`src/hdl/sfs_pkg.sv`:
```
// shared constants for the sensor frame serializer
package sfs_pkg;

	// frame layout
	localparam int FRAME_LEN  = 16;
	localparam int DATA_BYTES = 14;
	localparam int CNT_W      = $clog2(FRAME_LEN);
	localparam int CHK_HI_IDX = DATA_BYTES;
	localparam int CHK_LO_IDX = FRAME_LEN - 1;

	// checksum of fourteen bytes never exceeds 14 * 255
	localparam int CHK_W = $clog2(DATA_BYTES * 255 + 1);

	// divide by ten through reciprocal multiply, exact for 16-bit values
	localparam int          RECIP_SHIFT = 19;
	localparam logic [15:0] RECIP       = 16'hCCCD;
	localparam int          QUOT_W      = 32 - RECIP_SHIFT;

	// configuration register indexes
	localparam int IDX_W = 8;
	localparam logic [IDX_W-1:0] REG_HEADER_FIRST  = 8'd0;
	localparam logic [IDX_W-1:0] REG_HEADER_SECOND = 8'd1;

endpackage

```
`src/hdl/sfs_tenths.sv`:
```
// splits a value in tenths into a whole byte and a tenths byte
module sfs_tenths (
	input  logic [15:0] value,
	output logic [7:0]  whole,
	output logic [7:0]  frac
);

	logic [31:0]                 prod;
	logic [sfs_pkg::QUOT_W-1:0]  quot;
	logic [16:0]                 quot_x10;
	logic [3:0]                  rem;

	// quotient by ten via reciprocal multiply
	assign prod = 32'(value) * 32'(sfs_pkg::RECIP);
	assign quot = prod[31:sfs_pkg::RECIP_SHIFT];

	// remainder from quotient times ten
	assign quot_x10 = 17'({quot, 3'b000}) + 17'({quot, 1'b0});
	assign rem      = 4'(17'(value) - quot_x10);

	// whole part keeps its low byte, tenths scaled by ten
	assign whole = quot[7:0];
	assign frac  = {1'b0, rem, 3'b000} + {3'b000, rem, 1'b0};

endmodule

```
`src/hdl/sensor_frame_serializer_core.sv`:
```
// sensor frame serializer top level: input register, frame shifter, running checksum
// first frame byte strobes after the item moves from the input register to the shifter
// throughput: one frame byte per cycle; frames run back to back when the next item waits
// an item is taken while the previous frame is still streaming; the 16-byte frame sets the rate
// the receiver cannot stall; every byte is shown for exactly one cycle
// reset clears pipeline control and both header registers to zero
module sensor_frame_serializer_core (
	input  logic                      clk,
	input  logic                      arst_n,
	// item input
	input  logic                      start,
	output logic                      busy,
	input  logic [15:0]               fine_dust,
	input  logic [15:0]               coarse_dust,
	input  logic [15:0]               carbon_dioxide,
	input  logic [15:0]               formaldehyde,
	input  logic [15:0]               temperature_tenths,
	input  logic [15:0]               humidity_tenths,
	// configuration writes
	input  logic                      cfg_valid,
	output logic                      cfg_ready,
	input  logic [sfs_pkg::IDX_W-1:0] cfg_index,
	input  logic [7:0]                cfg_data,
	// frame output
	output logic                      frame_valid,
	output logic [7:0]                frame_byte,
	output logic                      frame_end
);

	logic       accept;
	logic       load_s2;
	logic       valid_s1;
	logic [15:0] fine_s1, coarse_s1, co2_s1, form_s1, temp_s1, hum_s1;

	logic [7:0] header_first_q;
	logic [7:0] header_second_q;

	logic [7:0] temp_whole, temp_frac, hum_whole, hum_frac;
	logic [7:0] next_frame [sfs_pkg::DATA_BYTES];

	logic [7:0]                 frame_s2 [sfs_pkg::DATA_BYTES];
	logic                       active_q;
	logic [sfs_pkg::CNT_W-1:0]  cnt_q;
	logic [sfs_pkg::CHK_W-1:0]  sum_q;
	logic                       last_byte;

	// handshake
	assign last_byte = (cnt_q == sfs_pkg::CNT_W'(sfs_pkg::CHK_LO_IDX));
	assign load_s2   = valid_s1 && (!active_q || last_byte);
	assign busy      = valid_s1 && !load_s2;
	assign accept    = start && !busy;
	assign cfg_ready = 1'b1;

	// configuration registers
	always_ff @(posedge clk or negedge arst_n) begin
		if (!arst_n) begin
			header_first_q  <= '0;
			header_second_q <= '0;
		end else if (cfg_valid && cfg_ready) begin
			if (cfg_index == sfs_pkg::REG_HEADER_FIRST) begin
				header_first_q <= cfg_data;
			end else if (cfg_index == sfs_pkg::REG_HEADER_SECOND) begin
				header_second_q <= cfg_data;
			end
		end
	end

	// input register control
	always_ff @(posedge clk or negedge arst_n) begin
		if (!arst_n) begin
			valid_s1 <= 1'b0;
		end else if (accept) begin
			valid_s1 <= 1'b1;
		end else if (load_s2) begin
			valid_s1 <= 1'b0;
		end
	end

	// input register payload
	always_ff @(posedge clk) begin
		if (accept) begin
			fine_s1   <= fine_dust;
			coarse_s1 <= coarse_dust;
			co2_s1    <= carbon_dioxide;
			form_s1   <= formaldehyde;
			temp_s1   <= temperature_tenths;
			hum_s1    <= humidity_tenths;
		end
	end

	// whole and tenths bytes
	sfs_tenths u_temp_tenths (
		.value (temp_s1),
		.whole (temp_whole),
		.frac  (temp_frac)
	);

	sfs_tenths u_hum_tenths (
		.value (hum_s1),
		.whole (hum_whole),
		.frac  (hum_frac)
	);

	// frame bytes ahead of the checksum in transmit order
	always_comb begin
		next_frame[0]  = header_first_q;
		next_frame[1]  = header_second_q;
		next_frame[2]  = fine_s1[15:8];
		next_frame[3]  = fine_s1[7:0];
		next_frame[4]  = coarse_s1[15:8];
		next_frame[5]  = coarse_s1[7:0];
		next_frame[6]  = co2_s1[15:8];
		next_frame[7]  = co2_s1[7:0];
		next_frame[8]  = form_s1[15:8];
		next_frame[9]  = form_s1[7:0];
		next_frame[10] = temp_whole;
		next_frame[11] = temp_frac;
		next_frame[12] = hum_whole;
		next_frame[13] = hum_frac;
	end

	// frame sequencing and running checksum
	always_ff @(posedge clk or negedge arst_n) begin
		if (!arst_n) begin
			active_q <= 1'b0;
			cnt_q    <= '0;
			sum_q    <= '0;
		end else if (load_s2) begin
			active_q <= 1'b1;
			cnt_q    <= '0;
			sum_q    <= '0;
		end else if (active_q) begin
			cnt_q <= cnt_q + 1'b1;
			if (last_byte) begin
				active_q <= 1'b0;
			end
			if (cnt_q < sfs_pkg::CNT_W'(sfs_pkg::DATA_BYTES)) begin
				sum_q <= sum_q + sfs_pkg::CHK_W'(frame_byte);
			end
		end
	end

	// frame shifter payload
	always_ff @(posedge clk) begin
		if (load_s2) begin
			frame_s2 <= next_frame;
		end else if (active_q) begin
			for (int i = 0; i < sfs_pkg::DATA_BYTES - 1; i++) begin
				frame_s2[i] <= frame_s2[i+1];
			end
		end
	end

	// output byte select
	always_comb begin
		priority if (cnt_q == sfs_pkg::CNT_W'(sfs_pkg::CHK_HI_IDX)) begin
			frame_byte = 8'(sum_q >> 8);
		end else if (last_byte) begin
			frame_byte = sum_q[7:0];
		end else begin
			frame_byte = frame_s2[0];
		end
	end

	assign frame_valid = active_q;
	assign frame_end   = active_q && last_byte;

	// checks
	a_end_is_strobed: assert property (@(posedge clk) disable iff (!arst_n)
		frame_end |-> frame_valid)
		else $error("frame end outside a strobed byte");

	a_frame_gap_free: assert property (@(posedge clk) disable iff (!arst_n)
		frame_valid && !frame_end |=> frame_valid)
		else $error("gap inside a frame");

	a_accept_fills_s1: assert property (@(posedge clk) disable iff (!arst_n)
		accept |=> valid_s1)
		else $error("accepted item not held in input register");

	a_first_byte_header: assert property (@(posedge clk) disable iff (!arst_n)
		frame_valid && (cnt_q == '0) |-> frame_byte == header_first_q)
		else $error("frame does not open with the first header byte");

endmodule

```
`config.mk`:
```
export PLATFORM = sky130hd
export DESIGN_NAME = sensor_frame_serializer_core
export DESIGN_NICKNAME = d
export VERILOG_FILES = /design/src/hdl/sfs_pkg.sv /design/src/hdl/sfs_tenths.sv /design/src/hdl/sensor_frame_serializer_core.sv
export SDC_FILE = /design/constraint.sdc
export NUM_CORES = 1
export LEC_CHECK = 0
export ABC_AREA = 0
export BUFFER_PORTS_ARGS = -buffer_cell sky130_fd_sc_hd__buf_2
export CAP_MARGIN = 20
export CORE_MARGIN = 8
export CORE_UTILIZATION = 36
export CTS_BUF_LIST = sky130_fd_sc_hd__clkbuf_8
export DETAILED_ROUTE_END_ITERATION = 10
export GPL_TIMING_DRIVEN = 1
export SLEW_MARGIN = 5
export SYNTH_ARGS = -nofsm -noshare
export SYNTH_HDL_FRONTEND = slang
export SYNTH_SLANG_ARGS = --single-unit
```
`constraint.sdc`:
```
create_clock -name clk -period 6.8 [get_ports clk]
set_input_delay 1.02 -clock clk [delete_from_list [all_inputs] [get_ports clk]]
set_output_delay 1.02 -clock clk [all_outputs]
set_load 0.03 [all_outputs]
```
==> results.ini <==
[floorplanning]
die_w_um=237
die-area_um2=56000
start_util=0.362
core.rowCount=81
coreArea_um2=48400
die_h_um=237
pin_count=128

[placement]
port_buffers=126
dp_cells=2319
routabilityCongestion=0.924
place_hpwl_mm=30.9

[sta]
fmax_mhz=148
worst_pin_slew_ns=1.08
post-route-period-util=0.994
fin_setup_tns_ns=0
fin_crit_ns=6.76
clock_skew_ns=0.0300
slew_headroom=0.281
report.final.slew_viol_count=0
hold_violations=0
finalSetupViolations=0
rsz0062_at_grt=true

[yosys]
synth.area.top_cells=edfxtp_1 (35%), fa_1 (18%), ha_1 (16%)
postSynth.asyncResetShare=0.141
yosysSeqAreaShare=0.403
syn-num-nets=2053
synth_simple_gate_area_share=0.0934
synth-edff-count=207
synth_ff_type=edfxtp_1
ys_warn_count=0
synthMuxAreaShare=0.0151
yosysMostFrequentCell=inv_1
synth_top_area_cell=edfxtp_1
netlist_top_cells_count=inv_1 (317), nand2_1 (298), ha_1 (224)
synthDominantCellAreaShare=0.355
synth_fa_ha_area_frac=0.342
syn_area_per_cell_um2=11.3
synth_compound_area_frac=0.0429
ys_ff_latch=241
syn_area_um2=17500
synth_cell_type_count=62
synth_xor_area_frac=0.0281
syn_inst=1554
synth_top_family_by_area=adder cells

[cts]
cts-htree-levels=2
clock-root-buffer=clkbuf_8
clk_path_buf_depth=3
numCtsBuffers=44
tritoncts=yes
cts.sinks=241
clk_pin_slew_ns=0.06
insertion_delay_ns=0.58

[worst_setup_path]
cp_data_required_time_ns=7.20
path_class=reg -> reg
path_delay_family=adder cells
slowest_stage=fa_1
critical-path-max-stage-delay_ns=0.56
crit_arrival_ns=7.16
startpoint_type=flip-flop
timing.critical_path.fanout_max=5
cp-end-kind=flip-flop
cp_common_cell=fa_1
r2r_start=temp_s1[3]
startpoint=temp_s1[3]
cp.buffers_inverters=4

[hold_path]
min_from=fine_s1[5]
min-delay-path-class=reg -> reg

[final_layout]
area_delta_synth_final_pct=16.6
fillers=4669
fin_cells=2419
regArea_um2=7070
final_net_count=2264
multi_input_area_um2=9380
drive_gt1_frac=0.179

[run_status]
outcome=complete, no violations

[global_routing]
grt_pass1_vias=12000
grt.met1_usage=0.169
met2_usage=0.255
grt-ovfl-total=0
grt_pass1_wl_mm=62.8
met3_usage=0.0266
grt_max_degree=82
grt.total_usage=0.141
antenna_found_initial=2
busiest_layer=met2

[route]
vias_per_cell=4.62
wl_per_cell_um=16.4
drtIter0Drc=596
num_vias=11200
antenna_left=0
wirelength_mm=39.7
drc_errors=0
dr.pass1.iters=5

[job]
cap_violations=0

[kinds of logic (layout without fill, tap and decap cells)]
kind of cell    after synthesis  in the layout
fa+ha+maj                   383            383
xor+xnor                     53             53
compound gates              113            113
flops                       241            241
buf+inv                     348            590
simple gates                391            391
other cells                   1              2
mux                          24             24
[path summary, 6_finish.rpt]
check	to	slack, ns	depth (start not counted)
max	frame_s2[21]	0.04	26
min	frame_s2[85]	0.50	2
max reg2reg	frame_s2[21]	0.04	26
min reg2reg	frame_s2[85]	0.50	2
max in group asynchronous	header_second_q[6]	5.73	1
min in group asynchronous	header_first_q[6]	0.54	1
[per-stage QoR]
step | utilization | setup slack [ns] | area [µm²] | hold slack (ns)
floorplan | - | 0.265 | 17500 | 0.472
detailed placement | 0.396 | -0.0648 | 19200 | 0.492
global placement | 0.396 | 0.0715 | 19200 | 0.489
global route | 0.422 | -0.174 | 20400 | 0.519
finish | 0.422 | 0.0426 | 20400 | 0.502
CTS | 0.414 | -0.0220 | 20100 | 0.506
[flip-flops by register name, indices dropped and copies added (netlist names)]
signal and flops:
cnt_q 4, co2_s1 16, coarse_s1 16, fine_s1 16
form_s1 16, frame_s2 111, frame_valid 1, header_first_q 8
header_second_q 8, hum_s1 16, sum_q 12, temp_s1 16
valid_s1 1
[layout by cell type, fill, tap and decap left out, drive strengths merged, types with 6 or more instances in the layout]
master  instances
fa            159
clkbuf         44
dfrtp          34
ha            224
nand3          18
xor2           14
edfxtp        207
a21oi          31
clkinv         16
buf           195
mux2           20
o21ai          27
and2           10
nand4           9
or3             6
a21o           10
and3            8
xnor2          37
nor2           23
nand2         298
inv           330
[worst register-to-register path, cell delays in order, from the launching register on]
cell	delay, ns
edfxtp_1	0.51
ha_4	0.33
inv_2	0.04
fa_1	0.49
inv_1	0.05
fa_1	0.51
fa_1	0.44
fa_1	0.56
inv_2	0.05
fa_1	0.55
inv_2	0.05
ha_4	0.26
and3_4	0.20
nand4_1	0.11
o32a_1	0.35
nand2_2	0.09
xor2_2	0.17
ha_2	0.22
xnor2_2	0.11
xnor3_1	0.25
a31o_1	0.21
and2_4	0.18
xor2_1	0.14
ha_2	0.21
nand2b_4	0.14
o311a_1	0.30
o211ai_2	0.07
[area by class of cell]
| cell class | count | area share |
|---|---|---|
| clock buffers | 44 | 0.0297 |
| well taps | 622 | 0.0381 |
| multi-input cells | 965 | 0.459 |
| clock inverters | 33 | 0.0119 |
| repair buffers | 195 | 0.0562 |
| diodes | 1 | 0.000123 |
| inverters | 318 | 0.0585 |
| flip-flops and latches | 241 | 0.346 |
[layer usage]
metal	vias to the layer above	wire [µm]
met5	-	0
met4	0	852
met3	50	1420
met2	153	20500
met1	5474	16900
li1	5487	-
[timing repair]
| item | 4_1_cts | 5_1_grt |
|---|---|---|
| buffers inserted | 4 | 18 |
| pin swaps | 1 | 15 |
| gates cloned | 0 | 0 |
| endpoints found under the setup margin | 3 | 7 |
| gates resized for setup | 2 | 40 |
| hold buffers | 0 | 0 |
Power is not shown: default switching activity piles up to over one toggle a cycle in this logic, so the estimate is an artifact.
